**src/rtl/core/dfe_pkg.sv**
```systemverilog
// ----------------------------------------------------------------------------
// dfe_pkg
// Shared widths, register indexes, reset values and control types of the
// delimiter frame extractor.
// ----------------------------------------------------------------------------
`default_nettype none

package dfe_pkg;

    localparam int DFE_FRAME_DEPTH = 64;
    localparam int DFE_DELIM_MAX   = 4;

    localparam int DATA_W     = 8;
    localparam int SIZE_W     = 7;
    localparam int LEN_CFG_W  = 3;
    localparam int PAT_W      = 32;
    localparam int CFG_IDX_W  = 2;
    localparam int CFG_DATA_W = 32;

    localparam logic [CFG_IDX_W-1:0] REG_START_LEN = 2'd0;
    localparam logic [CFG_IDX_W-1:0] REG_START_PAT = 2'd1;
    localparam logic [CFG_IDX_W-1:0] REG_END_LEN   = 2'd2;
    localparam logic [CFG_IDX_W-1:0] REG_END_PAT   = 2'd3;

    localparam logic [LEN_CFG_W-1:0] START_LEN_RST = 3'd1;
    localparam logic [PAT_W-1:0]     START_PAT_RST = 32'h0000_0024;
    localparam logic [LEN_CFG_W-1:0] END_LEN_RST   = 3'd2;
    localparam logic [PAT_W-1:0]     END_PAT_RST   = 32'h0000_0A0D;

    typedef struct packed {
        logic take;
        logic rd_en;
        logic send;
    } dfe_cmd_t;

    typedef struct packed {
        logic frame_done;
        logic last_word;
    } dfe_status_t;

endpackage

`default_nettype wire

```
**src/rtl/core/dfe_ctrl.sv**
```systemverilog
// ----------------------------------------------------------------------------
// dfe_ctrl
// Sequencer: collects bytes, then reads a finished frame out of the store.
// ----------------------------------------------------------------------------
`default_nettype none

module dfe_ctrl
    import dfe_pkg::*;
(
    input  wire logic        clk,
    input  wire logic        rst_n,
    input  wire logic        in_valid,
    output logic             in_ready,
    output logic             out_valid,
    input  wire logic        out_ready,
    input  wire dfe_status_t status,
    output dfe_cmd_t         cmd
);

    typedef enum logic [1:0] {
        ST_COLLECT,
        ST_LOAD,
        ST_SEND
    } state_t;

    state_t state_reg;
    state_t state_next;
    logic   in_ready_reg;
    logic   out_valid_reg;

    assign in_ready  = in_ready_reg;
    assign out_valid = out_valid_reg;

    always_comb
    begin
        cmd.take   = in_valid && in_ready_reg;
        cmd.send   = out_valid_reg && out_ready;
        cmd.rd_en  = 1'b0;
        state_next = state_reg;
        case (state_reg)
            ST_COLLECT:
            begin
                if (cmd.take && status.frame_done)
                begin
                    state_next = ST_LOAD;
                end
            end
            ST_LOAD:
            begin
                cmd.rd_en  = 1'b1;
                state_next = ST_SEND;
            end
            ST_SEND:
            begin
                if (cmd.send)
                begin
                    if (status.last_word)
                    begin
                        state_next = ST_COLLECT;
                    end
                    else
                    begin
                        cmd.rd_en = 1'b1;
                    end
                end
            end
            default:
            begin
                state_next = ST_COLLECT;
            end
        endcase
    end

    always_ff @(posedge clk or negedge rst_n)
    begin
        if (!rst_n)
        begin
            state_reg     <= ST_COLLECT;
            in_ready_reg  <= 1'b1;
            out_valid_reg <= 1'b0;
        end
        else
        begin
            state_reg     <= state_next;
            in_ready_reg  <= (state_next == ST_COLLECT);
            out_valid_reg <= (state_next == ST_SEND);
        end
    end

endmodule

`default_nettype wire

```
**config.mk**
```make
export PLATFORM = sky130hd
export DESIGN_NAME = dfe_ctrl
export DESIGN_NICKNAME = d
export VERILOG_FILES = /design/src/rtl/core/dfe_pkg.sv /design/src/rtl/core/dfe_ctrl.sv
export SDC_FILE = /design/constraint.sdc
export NUM_CORES = 1
export LEC_CHECK = 0
export BUFFER_PORTS_ARGS = -buffer_cell sky130_fd_sc_hd__buf_2
export CAP_MARGIN = 20
export CORE_AREA = 2 2 39 41
export DETAILED_ROUTE_END_ITERATION = 16
export DIE_AREA = 0 0 41 43
export GPL_ROUTABILITY_DRIVEN = 0
export GPL_TIMING_DRIVEN = 0
export PLACE_DENSITY = 0.47
export SETUP_SLACK_MARGIN = 0.02
export SLEW_MARGIN = 5
export SYNTH_ARGS = -nofsm -noshare
export SYNTH_HDL_FRONTEND = slang
export SYNTH_SLANG_ARGS = --single-unit
export TNS_END_PERCENT = 1
```
**constraint.sdc**
```tcl
create_clock -name clk -period 3.5 [get_ports clk]
set_clock_uncertainty 0.2 [all_clocks]
set_input_delay 0.35 -clock clk [delete_from_list [all_inputs] [get_ports clk]]
set_output_delay 0.35 -clock clk [all_outputs]
set_load 0.1 [all_outputs]
```
# Yosys cells after proc, flatten, opt, wreduce, memory -nomap -nowiden
# Cells that the tools add are included.
# W data, S select, Z words.
[op_classes]
mux = 7
eq_ne = 3
reduce_logical = 5
[ops]
columns = ["op", "n"]
rows = [
  ["$mux W2", 3],
  ["$pmux W2 S3", 1],
  ["$eq A2 B2 Y1 const B", 2],
  ["$logic_not A2 Y1", 2],
  ["$logic_and A1 B1 Y1", 3],
  ["$eq A2 B1 Y1 const B", 1],
  ["$mux W1", 2],
  ["$pmux W1 S2", 1],
]
[totals]
regBits = 4

# Longest topological paths before layout
# Gate-level depths: netlist (run 1).
[logic_depth]
ltp_word = 5
mapped_depth = 5
mapped_depth_nobuf = 5

# Worst setup path before layout (run 1)
# No wires, ideal clock.
[synth_timing]
path_type = "register to output"
startpoint = "reg out_valid_reg, in the netlist out_valid"
endpoint = "out cmd[1] (netlist bit)"
required_ns = 2.950
n_path_buf = 0
arrival_time_ns = 2.853
path_stages_with_launch = 4
setup_slack_ns = 0.097
path_cell_list = "dfrtp_1 > and2_1 > and3b_1 > o21a_1"
[synth_rtl]
columns = ["element", "line", "rtl"]
rows = [
  ["start: declaration", "dfe_ctrl.sv:29", "logic out_valid_reg;"],
  ["start signal: assignment", "dfe_ctrl.sv:86", "out_valid_reg <= (state_next == ST_SEND);"],
  ["end: declaration", "dfe_ctrl.sv:17", "output dfe_cmd_t cmd"],
]

==> out/qor.yml, run 1 <==
worst_setup_path:
  worstSetupStartpoint: "state_reg[0]"
  timing.rr.start: "state_reg[0]"
  r2r-end: "in_ready"
  start_kind: "flip-flop"
  r2r_slack_ns: 1.78
  cpMaxStageDelayCell: "dfrtp_1"
  worstPathCellList: "inv_1 -> ha_1 -> and3b_1 -> o21a_1 -> buf_2"
  cp_top_family: "buffers and inverters"
  cp_num_cells: 5
  critical_path_class: "reg2out"
  cp-end-kind: "output pin"
  worstRegToRegCells: 5
  arrival_ns: 1.61
  worst_ep_required_time_ns: 2.95
  cp_num_buf_inv: 2
  slowest_delay_ns: 0.41
  crit_path_end: "cmd[1]"
  cp_max_fo: 4
place:
  post-dp-hpwl_um: 452.8
  dp_slack_ns: 1.567
  dp_cells: 53
  portBuffers: 10
floorplanning:
  die-area_sq_um: 1763
  die_width_um: 41
  io_pins: 11
  start_util_pct: 21.16
  fp.dieH_um: 43
  rows: 14
  core-area_sq_um: 1384
route:
  wl_per_cell_um: 9.914
  ant_nets: 0
  firstDrtPassIters: 1
  vias: 248
  totalWireLength_um: 575
  drc: 0
  drtIter0Drc: 0
  via_per_inst: 4.276
finish:
  layout.cells.most_common: "buf_2"
  drive_gt1_share_pct: 38.10
  n_antenna_cell: 0
  multi_input_area_sq_um: 180.2
  regArea_sq_um: 101.3
  synthToLayoutAreaGrowth_pct: 36.32
  largest_reg_flops: 2
  layout.nets: 53
  final_cell_mix: "buf_2, ha_1"
  fill_cells: 151
  fin_cells: 58
  final_util_pct: 28.84
logic_synthesis:
  ys_warn_count: 0
  synth_seq_cells: 4
  synth_area_per_cell_sq_um: 10.84
  ys_seq_area_share_pct: 34.62
  synthesis.nets: 37
  synth.distinct_cells: 15
  syn_inst: 27
  netlist_area_sq_um: 292.8
clock_network:
  htree_num_levels: 1
  clk_pin_slew_ns: 0.05
  cts_root_buf: "clkbuf_4"
  clock_sinks: 4
  cts_tree: "yes"
  post_cts_buffers: 0
  cts_buffer_depth: 2
  clk_latency_ns: 0.24
  cts_resized: 0
  postCtsHoldBufs: 1
  cts_buffers: 3
global_routing:
  grt_pass1_wl_um: 938
  grt_use_total_pct: 8.569
  overflow: 0
  grt_max_degree: 5
  grt_pass1_vias: 240
  antenna_found_initial: 0
timing:
  tightest_slew_ns: 0.4833
  rsz0062_at_grt: "no"
  fmax_ghz: 0.4627
  slew_violations: 0
  period_needed_ns: 2.161
  setup_ws_ns: 1.339
  setup_viol: 0
  finalCritPeriodShare_pct: 61.75
  setup_tns_ns: 0
  slew_headroom_pct: 68.00
  finalHoldViolations: 0
outcome:
  status: "finished clean"
run:
  drv_cap: 0
min_path:
  min_path_type: "in2async"
[stage by stage]
stage	hold WS, ns	area [sq um]
finish	0.2367	399.1
global placement	-0.04010	362.8
floorplan	-0.1456	292.8
detailed placement	-0.04064	362.8
CTS	0.2297	399.1
global route	0.2469	399.1
[worst min path at each step]
stage,startpoint,end,slack (ns),cells past startpoint
after floorplan,rst_n,out_valid,-0.15,0
after global placement,rst_n,out_valid,-0.04,1
after detailed placement,rst_n,state_reg[0],-0.04,1
after CTS,rst_n,out_valid,0.23,2
after global routing,rst_n,out_valid,0.25,2
final,rst_n,out_valid,0.24,2
[synth_stat cells (all sizes together)]
library cell  count  area share (%)
and3b             2             6.0
nand2             1             1.3
inv               3             3.8
a32oi             1             3.0
a21oi             1             1.7
a41oi             1             5.6
a2111oi           1             9.4
nor2b             2             4.3
dfstp             1             9.0
nor2              1             1.3
nand3             3             5.1
dfrtp             3              26
ha                4              17
o21a              1             2.6
and2              2             4.3
[layer usage]
layer  GRT usage, %  routed length (um)  vias to the layer above
li1               -                   -                      127
met1          8.469                 232                      110
met2          12.81                 293                        9
met3          3.141                  34                        2
met4          8.000                  14                        0
met5              0                   0                        -
[area by class of cell]
cell class                 instances  share of cell area, %
timing repair buffer              11                  15.05
clock buffer                       4                  6.583
tap                               16                  5.016
sequential                         4                  25.39
multi-input combinational         20                  45.14
inverter                           3                  2.821
[cells by family after synthesis]
| kind of cell | synth area share [%] |
|---|---|
| AOI/OAI and AO/OA | 22.22 |
| adders and majority gates | 17.09 |
| buffers and inverters | 3.846 |
| DFF | 34.62 |
| and+or+nand+nor | 22.22 |
Power of run 1 is not shown: default switching activity piles up to over one toggle a cycle in this logic, so the estimate is an artifact.
==> run 2, diff against run 1 <==
==> constraint.sdc (replaced) <==
create_clock -name clk -period 2 [get_ports clk]
set_clock_uncertainty 0.2 [all_clocks]
set_input_delay 0.2 -clock clk [delete_from_list [all_inputs] [get_ports clk]]
set_output_delay 0.2 -clock clk [all_outputs]
set_load 0.1 [all_outputs]
==> out/qor.yml, run 2 (synthesis gave the netlist of run 1 again) <==
outcome:
  status: "finished clean"
route:
  firstDrtPassIters: 1  # unchanged
  via_per_inst: 4.183  # -2.2%
  ant_nets: 0  # unchanged
  vias: 251  # +1.2%
  drtIter0Drc: 0  # unchanged
  drc: 0  # unchanged
  wl_per_cell_um: 9.300  # -6.2%
  totalWireLength_um: 558  # -3.0%
clock_network:
  clock_sinks: 4  # unchanged
  cts_root_buf: "clkbuf_4"
  cts_buffer_depth: 2  # unchanged
  clk_pin_slew_ns: 0.04  # about the same
  htree_num_levels: 1  # unchanged
  clk_latency_ns: 0.23  # about the same
  cts_tree: "yes"
  cts_buffers: 3  # unchanged
global_routing:
  grt_pass1_vias: 265  # +10%
  grt_max_degree: 5  # unchanged
  use_met1_pct: 8.442  # -0.027 points
  use_met2_pct: 13.44  # +0.63 points
  antenna_found_initial: 0  # unchanged
  grt_use_total_pct: 8.459  # -0.11 points
  grt_pass1_wl_um: 959  # +2.2%
  overflow: 0  # unchanged
  busiest_layer: "met2"
  gr-usage-met3_pct: 3.141  # unchanged
floorplanning:
  start_util_pct: 21.16  # unchanged
  die-area_sq_um: 1763  # unchanged
  rows: 14  # unchanged
  die_width_um: 41  # unchanged
  io_pins: 11  # unchanged
  fp.dieH_um: 43  # unchanged
  core-area_sq_um: 1384  # unchanged
finish:
  final_util_pct: 31.28  # +2.4 points
  synthToLayoutAreaGrowth_pct: 47.86
  drive_gt1_share_pct: 50.00  # +12 points
  layout.nets: 55  # +3.8%
  layout.cells.most_common: "buf_2"
  largest_reg_flops: 2  # unchanged
  n_antenna_cell: 0  # unchanged
  final_cell_mix: "buf_2, ha_1, inv_1, nand3_1, clkbuf_4"
  final_area_sq_um: 432.9  # +8.5%
worst_setup_path:
  critical_path_class: "reg2out"
  start_kind: "flip-flop"
  timing.rr.start: "state_reg[0]"
  cp_max_fo: 4  # unchanged
  worst_ep_required_time_ns: 1.60  # -1.35 ns
  worstRegToRegCells: 5  # unchanged
  cp-end-kind: "output pin"
  r2r_slack_ns: 0.28  # -1.50 ns
  r2r-end: "in_ready"
  arrival_ns: 1.48  # -0.13 ns
timing:
  rsz0062_at_grt: "no"
  setup_viol: 0  # unchanged
  period_needed_ns: 1.883
  slew_violations: 0  # unchanged
  slew_headroom_pct: 67.94  # about the same
  finalCritPeriodShare_pct: 94.14
  holdWs_ns: 0.09741  # -0.1393 ns
  tightest_slew_ns: 0.4842  # +0.0008966 ns
  finalHoldViolations: 0  # unchanged
  setup_ws_ns: 0.1172  # -1.222 ns
  fmax_ghz: 0.5311
place:
  dp_slack_ns: 0.2080  # -1.359 ns
  dpl_cell_area_sq_um: 375.4  # +3.4%
  post-dp-hpwl_um: 440.8  # -2.7%
  portBuffers: 10  # unchanged
run:
  drv_cap: 0  # unchanged
min_path:
  min_path_type: "in2async"
==> run 2: per-layer routing <==
metal,routed length (um),vias up
met5,0,-
met4,0,0
met3,24,0
met2,302,6
met1,231,116
li1,-,129
==> run 2: critical path: stages, from the launching register on <==
cell and delay, ns:
dfrtp_1 0.39, inv_1 0.08, ha_1 0.22, and3b_1 0.20, o21a_4 0.19, buf_6 0.18
==> run 2: per-stage QoR <==
stage	TNS, ns	std cells
after global placement	0	53
after CTS	0	58
after detailed placement	0	53
final	0	60
after floorplan	-0.04818	27
after global routing	0	60
==> run 2: area by class of cell <==
class | instances | area (sq um)
Clock buffer | 4 | 26.28
Fill cell | 158 | 950.9
Multi-Input combinational cell | 20 | 191.4
Sequential cell | 4 | 102.6
Inverter | 3 | 11.26
Tap cell | 16 | 20.02
Timing Repair Buffer | 13 | 81.33
==> run 2: timing repair <==
item	4_1_cts	5_1_grt
hold endpoints to repair	4	0
cloned	0	0
pin swaps	0	0
hold buffers	1	0
resized for setup	1	1
setup buffers	0	2
endpoints found under the setup margin	1	1
==> run 2: how the worst max path moves through the flow <==
stage | startpoint | cells after the start | end
floorplan | out_valid | 3 | cmd[1]
global placement | state_reg[0] | 5 | cmd[1]
detailed placement | state_reg[0] | 5 | cmd[1]
CTS | state_reg[0] | 5 | cmd[1]
global route | state_reg[0] | 5 | cmd[1]
finish | state_reg[0] | 5 | cmd[1]
Power of run 2 is left out for the same reason.
==> run 3, diff against run 2 <==
--- a/config.mk
+++ b/config.mk
@@ -5,14 +5,15 @@
 export SDC_FILE = /design/constraint.sdc
 export NUM_CORES = 1
 export LEC_CHECK = 0
-export BUFFER_PORTS_ARGS = -buffer_cell sky130_fd_sc_hd__buf_2
+export ABC_AREA = 1
 export CAP_MARGIN = 20
 export CORE_AREA = 2 2 39 41
 export DETAILED_ROUTE_END_ITERATION = 16
 export DIE_AREA = 0 0 41 43
+export DONT_BUFFER_PORTS = 1
 export GPL_ROUTABILITY_DRIVEN = 0
 export GPL_TIMING_DRIVEN = 0
-export PLACE_DENSITY = 0.47
+export PLACE_DENSITY = 0.42
 export SETUP_SLACK_MARGIN = 0.02
 export SLEW_MARGIN = 5
 export SYNTH_ARGS = -nofsm -noshare
==> out/qor.yml, run 3 <==
outcome:
  status: "finished clean"
timing:
  rsz0062_at_grt: "no"
  slew_violations: 0  # unchanged
  tightest_slew_ns: 0.4825  # -0.001665 ns
  finalCritPeriodShare_pct: 95.60  # +1.5 points
  slew_headroom_pct: 67.77  # -0.18 points
  finalHoldViolations: 0  # unchanged
  period_needed_ns: 1.912  # +0.02924 ns
  setup_viol: 0  # unchanged
  setup_tns_ns: 0  # unchanged
  fmax_ghz: 0.5230  # -1.5%
  holdWs_ns: 0.03513  # -0.06228 ns
worst_setup_path:
  r2r_slack_ns: 0.18  # -0.10 ns
  timing.rr.start: "out_valid"
  arrival_ns: 1.51  # +0.03 ns
  start_kind: "flip-flop"
  crit_path_end: "cmd[2]"
  cp-end-kind: "output pin"
  worstRegToRegCells: 7  # +2
  r2r-end: "out_valid"
  critical_path_class: "reg2out"
  worstSetupStartpoint: "in_ready"
  worst_ep_required_time_ns: 1.60  # about the same
  cp_max_fo: 3  # -1
finish:
  synthToLayoutAreaGrowth_pct: 24.51
  n_antenna_cell: 0  # unchanged
  fin_cells: 59  # -1.7%
  final_cell_mix: "inv_1, nand2_2, nand2_1"
  layout.cells.most_common: "inv_1"
  drive_gt1_share_pct: 48.84  # -1.2 points
  multi_input_area_sq_um: 191.4  # unchanged
  fill_cells: 151  # -4.4%
  final_area_sq_um: 394.1  # -9.0%
  layout.nets: 54  # -1.8%
  largest_reg_flops: 2  # unchanged
  regArea_sq_um: 108.9  # +6.1%
logic_synthesis:
  synth-main-ff-cell: "dfrtp_1"
  synthesis.nets: 48  # +30%
  postSynth.asyncResetShare_pct: 100.0  # unchanged
  synth_seq_cells: 4  # unchanged
  yosysTopAreaCell: "dfrtp_1"
  synth_top_area_share_pct: 23.72  # -1.9 points
  ys_warn_count: 0  # unchanged
  synth.distinct_cells: 14  # -1
  syn_inst: 38  # +41%
  synth_most_common_cell: "inv_1"
  synth_common_cells: "inv_1, nand2_2, ha_1, nand2_1"
  ys_seq_area_share_pct: 32.02  # -2.6 points
  synthTopCellsByArea: "dfrtp_1, ha_1, nand2_2"
  netlist_area_sq_um: 316.6  # +8.1%
  synth_edf_count: 0  # unchanged
  synth_area_per_cell_sq_um: 8.330  # -23%
floorplanning:
  fp.dieH_um: 43  # unchanged
  io_pins: 11  # unchanged
  core-area_sq_um: 1384  # unchanged
  die_width_um: 41  # unchanged
  start_util_pct: 22.88  # +1.7 points
  rows: 14  # unchanged
  die-area_sq_um: 1763  # unchanged
global_routing:
  grt_pass1_wl_um: 828  # -14%
  antenna_found_initial: 0  # unchanged
  grt_pass1_vias: 220  # -17%
  grt_max_degree: 6  # +1
  overflow: 0  # unchanged
  grt_use_total_pct: 7.258  # -1.2 points
clock_network:
  clock_sinks: 4  # unchanged
  htree_num_levels: 1  # unchanged
  clk_pin_slew_ns: 0.04  # about the same
  cts_buffer_depth: 2  # unchanged
  cts_root_buf: "clkbuf_4"
  cts_tree: "yes"
  cts_buffers: 3  # unchanged
  clk_latency_ns: 0.23  # about the same
  post_cts_buffers: 0  # unchanged
route:
  totalWireLength_um: 523  # -6.3%
  wl_per_cell_um: 8.864  # -4.7%
  firstDrtPassIters: 1  # unchanged
  drtIter0Drc: 0  # unchanged
  vias: 233  # -7.2%
  via_per_inst: 3.949  # -5.6%
  drc: 0  # unchanged
  ant_nets: 0  # unchanged
run:
  drv_cap: 0  # unchanged
place:
  portBuffers: 0  # -10
  post-dp-hpwl_um: 451.7  # +2.5%
  dpl_cell_area_sq_um: 339.1  # -9.7%
  dp_cells: 54  # +1.9%
min_path:
  min_path_type: "in2async"
==> run 3: cell types whose count changed after synthesis, sizes merged, moves of 2 or more <==
cell   delta
and3b     -2
nor2b     -2
nand3     +2
nor2      +4
and2      -2
nand2     +8
inv       +6
==> run 3: cell families (layout without fill, tap and decap cells) <==
family                   after synthesis  count (layout)  share of synthesized area, %
flip-flops                             4               4                         32.02
AND/OR/NAND/NOR                       19              19                         36.36
AO/OA/AOI/OAI                          2               2                         5.140
buffers and inverters                  9              14                         10.67
adder cells (fa/ha/maj)                4               4                         15.81
==> run 3: worst max-delay path, cell delays in order, from the launching register on <==
cell and delay (ns):
dfstp_4 0.78, nand2_1 0.14, clkinvlp_4 0.36
==> run 3: per-layer routing <==
| layer | GRT usage [%] | up-vias | part of all wire [%] | routed length [um] |
|---|---|---|---|---|
| li1 | - | 123 | - | - |
| met1 | 8.143 | 105 | 46 | 243 |
| met2 | 10.00 | 5 | 49 | 257 |
| met3 | 3.141 | 0 | 4.2 | 22 |
| met4 | 6.000 | 0 | 0 | 0 |
| met5 | 0 | - | 0 | 0 |
==> run 3: worst min-delay path by stage <==
stage,cells after the start,startpoint,slack [ns],end
floorplan,0,rst_n,-0.30,out_valid
global placement,0,rst_n,-0.30,state_reg[1]
detailed placement,0,rst_n,-0.30,state_reg[1]
CTS,1,rst_n,0.03,state_reg[1]
global route,1,rst_n,0.03,state_reg[0]
finish,1,rst_n,0.04,state_reg[1]
==> run 3: area by class of cell <==
type | instances | area share, %
repair buffers | 1 | 2.540
clock buffers | 4 | 6.667
well taps | 16 | 5.079
inverters | 9 | 9.524
multi-input cells | 25 | 48.57
flip-flops and latches | 4 | 27.62
==> run 3: stage by stage <==
step / util (%) / worst slack [ns]
floorplan: - / 0.04706
global placement: 24.50 / 0.03215
detailed placement: 24.50 / 0.02828
CTS: 28.12 / 0.001231
global route: 28.48 / 0.02153
finish: 28.48 / 0.08796
==> run 3: repair_timing <==
action / CTS / global route
hold endpoints to repair: 4 / 0
endpoints found under the setup margin: 2 / 3
gates resized for setup: 3 / 2
pin swaps: 0 / 1
hold buffers: 1 / 0
Power of run 3 is left out for the same reason.
